[config.mk]
export PLATFORM = sky130hd
export DESIGN_NAME = moving_average_filter_core
export DESIGN_NICKNAME = d
export VERILOG_FILES = /design/src/rtl/maf_pkg.sv /design/src/rtl/maf_ram.sv /design/src/rtl/maf_div.sv /design/src/rtl/moving_average_filter_core.sv
export VERILOG_INCLUDE_DIRS = /design/src /design/src/rtl
export SDC_FILE = /design/constraint.sdc
export NUM_CORES = 2
export LEC_CHECK = 0
export BUFFER_PORTS_ARGS = -buffer_cell sky130_fd_sc_hd__buf_2
export CORE_ASPECT_RATIO = 0.8
export CORE_MARGIN = 2
export CORE_UTILIZATION = 45
export CTS_CLUSTER_DIAMETER = 120
export DETAILED_ROUTE_END_ITERATION = 12
export GPL_ROUTABILITY_DRIVEN = 0
export SETUP_SLACK_MARGIN = 0.4
export SYNTH_ARGS = -nofsm -noshare
export SYNTH_HDL_FRONTEND = slang
export SYNTH_SLANG_ARGS = --single-unit
export TNS_END_PERCENT = 1
[constraint.sdc]
create_clock -name clk -period 7 [get_ports clk]
set_clock_uncertainty 0.05 [all_clocks]
set_input_delay 1.4 -clock clk [delete_from_list [all_inputs] [get_ports clk]]
set_output_delay 1.4 -clock clk [all_outputs]
set_load 0.005 [all_outputs]
[src/rtl/moving_average_filter_core_assert.svh]
// assertion macros shared by the moving average filter rtl
`ifndef MOVING_AVERAGE_FILTER_CORE_ASSERT_SVH
`define MOVING_AVERAGE_FILTER_CORE_ASSERT_SVH

`ifndef SYNTH

// property checked on every rising clk edge outside reset
`define MAF_ASSERT(lbl, prop, msg) \
    lbl: assert property (@(posedge clk) disable iff (!rst_n) (prop)) else $error(msg);

// condition that must never be seen outside reset
`define MAF_NEVER(lbl, cond, msg) \
    lbl: assert property (@(posedge clk) disable iff (!rst_n) !(cond)) else $error(msg);

`else

`define MAF_ASSERT(lbl, prop, msg)
`define MAF_NEVER(lbl, cond, msg)

`endif

`endif

[src/rtl/maf_pkg.sv]
`timescale 1ns / 1ps

package maf_pkg;

    localparam int SAMPLE_W       = 32;
    localparam int WS_W           = 7;
    localparam int MAX_WINDOW_DEF = 64;

    localparam logic [WS_W-1:0] WS_RESET = WS_W'(5);

    typedef struct packed {
        logic busy;
        logic done;
    } div_status_t;

endpackage

[src/rtl/maf_ram.sv]
`timescale 1ns / 1ps

module maf_ram #(
    parameter int WIDTH = 32,
    parameter int DEPTH = 64,
    parameter int ADDR_W = (DEPTH > 1) ? $clog2(DEPTH) : 1
) (
    input  logic              clk,
    input  logic              we,
    input  logic [ADDR_W-1:0] waddr,
    input  logic [WIDTH-1:0]  wdata,
    input  logic [ADDR_W-1:0] raddr,
    output logic [WIDTH-1:0]  rdata
);

    logic [WIDTH-1:0] mem [DEPTH];

    always_ff @(posedge clk)
    begin
        if (we)
        begin
            mem[waddr] <= wdata;
        end
        rdata <= mem[raddr];
    end

endmodule

[src/rtl/maf_div.sv]
`timescale 1ns / 1ps

module maf_div
    import maf_pkg::*;
#(
    parameter int SUM_W = 38,
    parameter int DIV_W = WS_W
) (
    input  logic                    clk,
    input  logic                    rst_n,
    input  logic                    start,
    input  logic signed [SUM_W-1:0] dividend,
    input  logic [DIV_W-1:0]        divisor,
    output logic signed [SUM_W-1:0] quotient,
    output div_status_t             status
);

    localparam int CNT_W = (SUM_W > 1) ? $clog2(SUM_W) : 1;

    typedef enum logic [1:0] {
        D_IDLE,
        D_RUN,
        D_FIX
    } div_state_t;

    div_state_t         state_reg, state_next;
    logic               neg_reg, neg_next;
    logic [DIV_W:0]     rem_reg, rem_next;
    logic [SUM_W-1:0]   quo_reg, quo_next;
    logic [CNT_W-1:0]   cnt_reg, cnt_next;
    logic               done_reg, done_next;
    logic [SUM_W-1:0]   result_reg, result_next;
    logic [DIV_W:0]     rem_shift;
    logic               fits;

    // one quotient bit per cycle, restoring form
    assign rem_shift = {rem_reg[DIV_W-1:0], quo_reg[SUM_W-1]};
    assign fits      = (rem_shift >= {1'b0, divisor});

    always_comb
    begin
        state_next  = state_reg;
        neg_next    = neg_reg;
        rem_next    = rem_reg;
        quo_next    = quo_reg;
        cnt_next    = cnt_reg;
        done_next   = 1'b0;
        result_next = result_reg;
        case (state_reg)
            D_IDLE:
            begin
                if (start)
                begin
                    neg_next   = dividend[SUM_W-1];
                    quo_next   = dividend[SUM_W-1] ? SUM_W'(-dividend) : SUM_W'(dividend);
                    rem_next   = '0;
                    cnt_next   = '0;
                    state_next = D_RUN;
                end
            end
            D_RUN:
            begin
                rem_next = fits ? (rem_shift - {1'b0, divisor}) : rem_shift;
                quo_next = {quo_reg[SUM_W-2:0], fits};
                cnt_next = cnt_reg + CNT_W'(1);
                if (cnt_reg == CNT_W'(SUM_W - 1))
                begin
                    state_next = D_FIX;
                end
            end
            D_FIX:
            begin
                // truncation toward zero: divide magnitudes, then restore sign
                result_next = neg_reg ? SUM_W'(-quo_reg) : quo_reg;
                done_next   = 1'b1;
                state_next  = D_IDLE;
            end
            default:
            begin
                state_next = D_IDLE;
            end
        endcase
    end

    always_ff @(posedge clk or negedge rst_n)
    begin
        if (!rst_n)
        begin
            state_reg <= D_IDLE;
            done_reg  <= 1'b0;
            cnt_reg   <= '0;
        end
        else
        begin
            state_reg <= state_next;
            done_reg  <= done_next;
            cnt_reg   <= cnt_next;
        end
    end

    always_ff @(posedge clk)
    begin
        neg_reg    <= neg_next;
        rem_reg    <= rem_next;
        quo_reg    <= quo_next;
        result_reg <= result_next;
    end

    assign quotient    = signed'(result_reg);
    assign status.busy = (state_reg != D_IDLE);
    assign status.done = done_reg;

endmodule

[src/rtl/moving_average_filter_core.sv]
`timescale 1ns / 1ps
// simple moving average filter over signed 32-bit samples
// sample channel: sample_valid / sample_ready carry one sample per transaction
// result channel: result_valid / result_ready carry average and window_filled,
//   exactly one result transaction for every sample transaction
// cfg channel: cfg_valid / cfg_ready write window_size (0 taken as 1, values
//   above MAX_WINDOW clamped); every write restarts the filter
// flow: each sample passes the subtract, add, check, divide and done states,
//   the bit-serial divider making one quotient bit per cycle; samples
//   before the window fills skip the divider
// one sample at a time: sample_ready is high only while idle, so the next
//   sample is taken only after the current one reaches the output register
// reset: count, write slot, sum and current average clear, window_size returns to 5;
//   the sample ring is not cleared, entries are read only after being written
// a stalled receiver holds the result in the output register; the block
//   finishes the next sample and then waits until the register is free
`include "moving_average_filter_core_assert.svh"

module moving_average_filter_core
    import maf_pkg::*;
#(
    parameter int MAX_WINDOW = MAX_WINDOW_DEF
) (
    input  logic                       clk,
    input  logic                       rst_n,
    input  logic                       sample_valid,
    output logic                       sample_ready,
    input  logic signed [SAMPLE_W-1:0] sample,
    output logic                       result_valid,
    input  logic                       result_ready,
    output logic signed [SAMPLE_W-1:0] average,
    output logic                       window_filled,
    input  logic                       cfg_valid,
    output logic                       cfg_ready,
    input  logic [WS_W-1:0]            window_size
);

    localparam int WS_MAX   = (1 << WS_W) - 1;
    localparam int WIN_EFF  = (MAX_WINDOW < WS_MAX) ? MAX_WINDOW : WS_MAX;
    localparam int SUM_W    = SAMPLE_W + ((WIN_EFF > 1) ? $clog2(WIN_EFF) : 0);
    localparam int ADDR_W   = (MAX_WINDOW > 1) ? $clog2(MAX_WINDOW) : 1;
    localparam int CMP_W    = (ADDR_W + 1 > WS_W) ? ADDR_W + 1 : WS_W;
    localparam logic [WS_W-1:0] WIN_LIMIT = WS_W'(WIN_EFF);

    typedef enum logic [2:0] {
        S_IDLE,
        S_SUB,
        S_ADD,
        S_CHECK,
        S_DIV,
        S_DONE
    } state_t;

    state_t                    state_reg, state_next;
    logic [WS_W-1:0]           window_size_reg, window_size_next;
    logic [WS_W-1:0]           samples_seen_reg, samples_seen_next;
    logic [ADDR_W-1:0]         write_slot_reg, write_slot_next;
    logic signed [SUM_W-1:0]   window_sum_reg, window_sum_next;
    logic signed [SAMPLE_W-1:0] current_average_reg, current_average_next;
    logic signed [SAMPLE_W-1:0] sample_reg, sample_next;
    logic                      result_valid_reg, result_valid_next;
    logic signed [SAMPLE_W-1:0] average_reg, average_next;
    logic                      window_filled_reg, window_filled_next;

    logic [WS_W-1:0]           ws_clamped;
    logic [CMP_W-1:0]          slot_plus;
    logic                      filled;
    logic                      ring_we;
    logic [SAMPLE_W-1:0]       ring_rdata;
    logic                      div_start;
    logic signed [SUM_W-1:0]   div_quotient;
    div_status_t               div_stat;

    maf_ram #(
        .WIDTH (SAMPLE_W),
        .DEPTH (MAX_WINDOW),
        .ADDR_W(ADDR_W)
    ) u_ring (
        .clk  (clk),
        .we   (ring_we),
        .waddr(write_slot_reg),
        .wdata(sample_reg),
        .raddr(write_slot_reg),
        .rdata(ring_rdata)
    );

    maf_div #(
        .SUM_W(SUM_W),
        .DIV_W(WS_W)
    ) u_div (
        .clk     (clk),
        .rst_n   (rst_n),
        .start   (div_start),
        .dividend(window_sum_reg),
        .divisor (window_size_reg),
        .quotient(div_quotient),
        .status  (div_stat)
    );

    always_comb
    begin
        ws_clamped = window_size;
        if (window_size == '0)
        begin
            ws_clamped = WS_W'(1);
        end
        else if (window_size > WIN_LIMIT)
        begin
            ws_clamped = WIN_LIMIT;
        end
    end

    assign slot_plus    = CMP_W'(write_slot_reg) + CMP_W'(1);
    assign filled       = (samples_seen_reg >= window_size_reg);
    assign cfg_ready    = (state_reg == S_IDLE);
    assign sample_ready = (state_reg == S_IDLE) && !cfg_valid;
    assign ring_we      = (state_reg == S_ADD);
    assign div_start    = (state_reg == S_CHECK) && filled;

    always_comb
    begin
        state_next           = state_reg;
        window_size_next     = window_size_reg;
        samples_seen_next    = samples_seen_reg;
        write_slot_next      = write_slot_reg;
        window_sum_next      = window_sum_reg;
        current_average_next = current_average_reg;
        sample_next          = sample_reg;
        result_valid_next    = result_valid_reg && !result_ready;
        average_next         = average_reg;
        window_filled_next   = window_filled_reg;
        case (state_reg)
            S_IDLE:
            begin
                if (cfg_valid)
                begin
                    window_size_next     = ws_clamped;
                    samples_seen_next    = '0;
                    write_slot_next      = '0;
                    window_sum_next      = '0;
                    current_average_next = '0;
                end
                else if (sample_valid)
                begin
                    sample_next = sample;
                    state_next  = S_SUB;
                end
            end
            S_SUB:
            begin
                // drop the oldest sample once the window is full
                if (filled)
                begin
                    window_sum_next = window_sum_reg - SUM_W'(signed'(ring_rdata));
                end
                else
                begin
                    samples_seen_next = samples_seen_reg + WS_W'(1);
                end
                state_next = S_ADD;
            end
            S_ADD:
            begin
                window_sum_next = window_sum_reg + SUM_W'(sample_reg);
                if (slot_plus >= CMP_W'(window_size_reg))
                begin
                    write_slot_next = '0;
                end
                else
                begin
                    write_slot_next = slot_plus[ADDR_W-1:0];
                end
                state_next = S_CHECK;
            end
            S_CHECK:
            begin
                state_next = filled ? S_DIV : S_DONE;
            end
            S_DIV:
            begin
                if (div_stat.done)
                begin
                    current_average_next = div_quotient[SAMPLE_W-1:0];
                    state_next           = S_DONE;
                end
            end
            S_DONE:
            begin
                if (!result_valid_reg || result_ready)
                begin
                    result_valid_next  = 1'b1;
                    average_next       = current_average_reg;
                    window_filled_next = filled;
                    state_next         = S_IDLE;
                end
            end
            default:
            begin
                state_next = S_IDLE;
            end
        endcase
    end

    always_ff @(posedge clk or negedge rst_n)
    begin
        if (!rst_n)
        begin
            state_reg           <= S_IDLE;
            window_size_reg     <= WS_RESET;
            samples_seen_reg    <= '0;
            write_slot_reg      <= '0;
            window_sum_reg      <= '0;
            current_average_reg <= '0;
            result_valid_reg    <= 1'b0;
        end
        else
        begin
            state_reg           <= state_next;
            window_size_reg     <= window_size_next;
            samples_seen_reg    <= samples_seen_next;
            write_slot_reg      <= write_slot_next;
            window_sum_reg      <= window_sum_next;
            current_average_reg <= current_average_next;
            result_valid_reg    <= result_valid_next;
        end
    end

    always_ff @(posedge clk)
    begin
        sample_reg        <= sample_next;
        average_reg       <= average_next;
        window_filled_reg <= window_filled_next;
    end

    assign result_valid  = result_valid_reg;
    assign average       = average_reg;
    assign window_filled = window_filled_reg;

    `MAF_NEVER(a_seen_bound, samples_seen_reg > window_size_reg, "sample count above window size")
    `MAF_NEVER(a_slot_bound, CMP_W'(write_slot_reg) >= CMP_W'(window_size_reg), "write slot out of window")
    `MAF_ASSERT(a_div_free, div_start |-> !div_stat.busy, "divider started while busy")
    `MAF_ASSERT(a_div_wait, state_reg == S_DIV |-> (div_stat.busy || div_stat.done), "waiting on idle divider")
    `MAF_ASSERT(a_one_result, (state_reg == S_DONE && state_next == S_IDLE) |=> result_valid, "result lost")

endmodule
## Yosys cells after proc, flatten, opt, wreduce, memory -nomap -nowiden

Memories as Yosys holds them, arrays and structs flattened. A register that Yosys moved wholly into a read port is not among the register bits.
Cells that the tools add are included.

| storage, ports and cells | value |
|---|---|
| word-level logic and storage cells | 111 |
| input port bits | 44 |
| memories kept | 1 |
| RAM bits | 2,048 |
| flip-flop bits (word level) | 246 |

Memories:

| name | words | width | rd ports | clocked after memory_dff | wr ports | line | RTL |
|---|---|---|---|---|---|---|---|
| u_ring.mem | 64 | 32 | 1 | 1 | 1 | maf_ram.sv:16 | `logic [WIDTH-1:0] mem [DEPTH];` |

| cells by class | value |
|---|---|
| mux-type cells | 37 |
| $add $sub $neg | 8 |
| bitwise operators | 1 |
| reductions and logical operators | 26 |
| eq/ne operators | 17 |
| magnitude comparators | 4 |

Operators by type and width:

| cell | number |
|---|---|
| two-way mux 38 bit | 4 |
| one-hot mux 38 bit (3 select lines) | 1 |
| two-way mux 32 bit | 3 |
| one-hot mux 38 bit (2 select lines) | 1 |
| one-hot mux 32 bit (2 select lines) | 1 |
| two-way mux 7 bit | 6 |
| adder 38 x 32 -> 38 bit | 1 |
| negation 38 bit | 1 |
| subtractor 38 x 32 -> 38 bit | 1 |
| negation 32 bit | 1 |
| one-hot mux 7 bit (2 select lines) | 2 |
| one-hot mux 6 bit (2 select lines) | 2 |
| two-way mux 6 bit | 3 |
| one-hot mux 3 bit (6 select lines) | 1 |
| >= comparator 7 bit | 2 |
| != test 2 bit (second input constant) | 7 |
| two-way mux 3 bit | 4 |
| AND reduction 2 bit | 6 |
| AND reduction 3 bit | 4 |
| >= comparator 8 x 7 -> 1 bit | 1 |
| nonzero test 2 bit | 4 |
| adder 6 x 1 -> 7 bit (second input constant) | 1 |
| adder 7 x 1 -> 7 bit (second input constant) | 1 |
| > comparator 7 bit (second input constant) | 1 |
| 21 further kinds | 34 |

## Depth between registers and ports, before layout

| logic depth | value |
|---|---|
| depth in word-level cells | 4 |
| depth in mapped cells | 22 |

## Hierarchy

A second synthesis with hierarchy kept.

| second synthesis, totals | value |
|---|---|
| cell total of the unflattened synthesis | 4,732 |
| area, all modules | 92,880.3 um^2 |

Modules (own cells, without submodules):

| module | cells each | area each (um^2) | times used | seq. area each (um^2) |
|---|---|---|---|---|
| maf_ram | 3,324 | 78,515.3 | 1 | 62,139.6 |
| moving_average_filter_core | 888 | 8,866.0 | 1 | 4,306.6 |
| maf_div | 520 | 5,499.0 | 1 | 2,747.6 |

## Worst setup path before layout

No wires, ideal clock.

| timing | value |
|---|---|
| path type | input -> register |
| from | input cfg_valid |
| to | register sample_reg[0], enable pin |
| setup slack | 1.836 ns |
| setup time | 0.501 ns |
| data arrival time | 4.613 ns |
| stages | 2 |
| data required time | 6.449 ns |
| cells stage by stage | nand2b_1 > nor4_1 |

| on the way | value |
|---|---|
| longest elaborated chain between the ends | 2 |

Ends and longest elaborated chain:

| item | line | RTL |
|---|---|---|
| from (decl) | moving_average_filter_core.sv:33 | `input logic cfg_valid,` |
| NOT 1 bit (no line) | -- |  |
| AND reduction 3 bit (no line) | -- |  |
| to (signal assigned) | moving_average_filter_core.sv:230 | `sample_reg <= sample_next;` |
| to (decl) | moving_average_filter_core.sv:60 | `logic signed [SAMPLE_W-1:0] sample_reg, sample_next;` |

Every way passes these cells.
A chain may end at the register's enable or synchronous reset.

## Worst setup path in the final report

| timing | value |
|---|---|
| from | register u_ring.rdata[0], read port of u_ring.mem |
| to | register window_sum_reg[37] |

| on the way | value |
|---|---|
| longest elaborated chain between the ends | 3 |

Ends and longest elaborated chain:

| item | line | RTL |
|---|---|---|
| from (decl) | maf_ram.sv:13 | `output logic [WIDTH-1:0] rdata` |
| subtractor 38 x 32 -> 38 bit | moving_average_filter_core.sv:154 | `window_sum_next = window_sum_reg - SUM_W'(signed'(ring_rdata));` |
| two-way mux 38 bit | moving_average_filter_core.sv:152 | `if (filled)` |
| one-hot mux 38 bit (3 select lines) | moving_average_filter_core.sv:132 | `case (state_reg)` |
| to (signal assigned) | moving_average_filter_core.sv:222 | `window_sum_reg <= window_sum_next;` |
| to (decl) | moving_average_filter_core.sv:58 | `logic signed [SUM_W-1:0] window_sum_reg, window_sum_next;` |

Every way passes these cells. The select of a mux whose other input is x is not followed.

==> flow_summary.json <==
{
  "synth_ff_type": "edfxtp_1",
  "rsz0062_at_grt": "no",
  "cts_setup_buffers": 0,
  "overflow": 0,
  "fin_nets": 5717,
  "startpoint_type": "flop",
  "final_layout_size_suffix_gt1_frac": 0.168,
  "synth_area_per_cell_sq_um": 16.9,
  "clockBufferDepth": 3,
  "path_cells": "or4_1, nor4_1, nand3b_1, or4_1, xnor2_1, a21oi_1, ha_1, o21ai_0, o21bai_1, a211oi_1, nand4_1, a41oi_1, o211ai_1, a31oi_1, mux2i_1, o211ai_1",
  "clk-insertion-delay-late_ns": 0.87,
  "grt_pass1_vias": 52000,
  "wl_mm": 305,
  "drv_slew": 1,
  "synthMostInstantiatedCell": "edfxtp_1",
  "initial_core_util": 0.451,
  "pin_count": 80,
  "hold_viol_final": 0,
  "yosysWarnings": 0,
  "grt_usage": 0.291,
  "synth.largest_area_cell": "edfxtp_1",
  "portBuffers": 79,
  "finalCriticalPeriod_ns": 5.22,
  "routedWlPerCell_microns": 36.0,
  "p_total_mw": 40.6,
  "switching_share": 0.357,
  "syn_to_final_growth_pct": 12.6,
  "routed_via_density": 6.54,
  "async_reset_ff_frac": 0.0443,
  "min_path_type": "primary input to asynchronous set/reset pin",
  "failed_checks": "slew limit",
  "net-switching-power_mw": 14.5,
  "die_y_microns": 407,
  "peakVddDrop_v": 0.000260,
  "antenna_found_initial": 27,
  "worstSetupPathType": "flop to flop",
  "die_area_sq_mm": 0.207,
  "htree_levels": 4,
  "finalCritPeriodShare": 0.746,
  "final_util": 0.508,
  "cp.required_ns": 7.67,
  "synth.distinct_cells": 71,
  "tns_ns": 0,
  "p_leak_nw": 33.3,
  "synthCells": 5405,
  "ys_top_cells_by_count": "2191 x edfxtp_1, 308 x nor2_1, 273 x a21oi_1",
  "numCtsBuffers": 217,
  "drv_cap": 0,
  "synthesis.nets": 5517,
  "cp_max_fo": 7,
  "dieWidth_microns": 508,
  "max_stage_delay_ns": 0.60,
  "synth.area.top_cells": "edfxtp_1 72%, mux4_2 3.7%, dfrtp_1 2.8%",
  "synth_top_area_share": 0.719,
  "cts.clk_slew.worst_paths_ns": 0.06,
  "p_seq_frac": 0.415,
  "cts_resized": 0,
  "largest_reg_flops": 2048,
  "netlist_area_sq_mm": 0.0915,
  "cp_slowest_cell": "or4_1",
  "outcome": "complete, but fails checks",
  "synth_edf_count": 2191,
  "p_per_area_mw_per_mm2": 394,
  "rows": 148,
  "cts_hold_buf": 0,
  "p_int_mw": 26.1,
  "relSlewSlack": -0.0125,
  "comb_power_share": 0.313,
  "seq_area_frac_synth": 0.754,
  "fmax_ghz": 0.192,
  "worstMarginPinSlew_ns": 1.52,
  "grt_max_degree": 95,
  "via_count": 55500,
  "cts.sink_count": 2326,
  "drt_iter0_drc": 9627,
  "clock_power_share": 0.273,
  "ant_nets": 0,
  "coreArea_sq_mm": 0.203,
  "dr.pass1.iters": 6,
  "synth.ff_latch_count": 2326,
  "cts_tree": "done",
  "setup_violations": 0,
  "grt_pass1_wl_mm": 421,
  "drc": 0,
  "root_buffer": "clkbuf_16",
  "critPathCaptureType": "flop",
  "crit_arrival_ns": 5.90,
  "place_hpwl_mm": 186
}
[cell type report]
cell class | count | area (sq um)
Tap cell | 2700 | 3380
Antenna cell | 9 | 22.5
Timing Repair Buffer | 314 | 2320
Fill cell | 16600 | 99700
Inverter | 31 | 124
Multi-Input combinational cell | 2715 | 21700
Sequential cell | 2326 | 69000
Clock inverter | 108 | 769
Clock buffer | 278 | 5700
[power by group through the flow]
stage | clock, mW | combinational, mW | sequential (mW)
finish | 11.1 | 12.7 | 16.8
global route | 11.7 | 13.3 | 16.9
CTS | 11.2 | 12.3 | 16.8
detailed placement | 0 | 12.3 | 17.1
global placement | 0 | 12.2 | 17.1
floorplan | 0 | 7.36 | 16.9
[stage by stage]
step	setup WS, ns	instances	instance area [sq um]	hold slack (ns)
6_report	1.78	8481	103000	0.390
2_1_floorplan	1.84	5405	91500	0.376
4_1_cts	1.85	8471	103000	0.344
5_1_grt	1.47	8474	103000	0.385
3_3_place_gp	1.68	8085	96600	0.391
3_5_place_dp	1.85	8085	96600	0.383
[critical path: cells and delay by family, from the launching register on]
kind,cells,cell delay [ns]
flip-flops,1,0.33
AND/OR/NAND/NOR,5,2.12
AO/OA/AOI/OAI,8,1.76
multiplexers,1,0.23
adder cells (fa/ha/maj),1,0.39
XOR/XNOR,1,0.21
[per-layer routing]
layer	vias up	global-route usage	part of all wire
li1	22300	-	-
met1	28400	0.421	0.39
met2	4048	0.407	0.42
met3	656	0.0975	0.15
met4	14	0.107	0.041
met5	-	0	0.00034
[cell usage in the layout (no fill, tap or decap), types with 13 or more instances in the layout]
| cell | synthesis | routed |
|---|---|---|
| nor2_1 | 308 | 239 |
| nor2_4 | 0 | 67 |
| buf_2 | 16 | 78 |
| dfxtp_1 | 32 | 32 |
| xnor2_1 | 57 | 57 |
| clkinv_1 | 0 | 54 |
| nand2_1 | 224 | 220 |
| dfrtp_1 | 101 | 98 |
| clkbuf_16 | 0 | 217 |
| a22o_1 | 100 | 100 |
| o21ai_0 | 183 | 181 |
| nand2b_1 | 19 | 18 |
| a22oi_1 | 180 | 180 |
| or4_1 | 36 | 36 |
| o31ai_1 | 50 | 50 |
| o41ai_1 | 13 | 13 |
| buf_4 | 0 | 223 |
| a21o_1 | 32 | 32 |
| a31oi_1 | 41 | 41 |
| clkbuf_1 | 242 | 57 |
| mux2_2 | 107 | 107 |
| mux4_2 | 151 | 151 |
| clkinv_2 | 0 | 30 |
| o221ai_1 | 17 | 17 |
| a221oi_1 | 242 | 242 |
| nand3_1 | 20 | 20 |
| o22ai_1 | 73 | 73 |
| xor2_1 | 77 | 77 |
| mux2i_1 | 190 | 190 |
| nand4_1 | 21 | 21 |
| nor4_1 | 24 | 22 |
| a21oi_1 | 273 | 273 |
| edfxtp_1 | 2191 | 2191 |
| ha_1 | 66 | 66 |
| nor3_1 | 32 | 24 |
| inv_1 | 31 | 29 |
| a211oi_1 | 18 | 18 |
[worst paths after layout]
kind	slack (ns)	from	endpoint	depth (start not counted)
max	1.78	u_ring.rdata[0]	window_sum_reg[37]	16
min	0.39	rst_n	window_size_reg[1]	1
max reg2reg	1.78	u_ring.rdata[0]	window_sum_reg[37]	16
min reg2reg	0.40	current_average_reg[17]	average[17]	0
max in group asynchronous	5.11	rst_n	current_average_reg[24]	2
min in group clk	0.40	current_average_reg[17]	average[17]	0
[cell families after synthesis]
logic type,Yosys count,synth area share
buffers and inverters,364,0.0151
flip-flops,2326,0.754
AND/OR/NAND/NOR,768,0.0386
AO/OA/AOI/OAI,1297,0.0987
XOR/XNOR,134,0.0128
adder cells (fa/ha/maj),68,0.00946
multiplexers,448,0.0711
No activity file was read; power rests on OpenSTA's default activity.
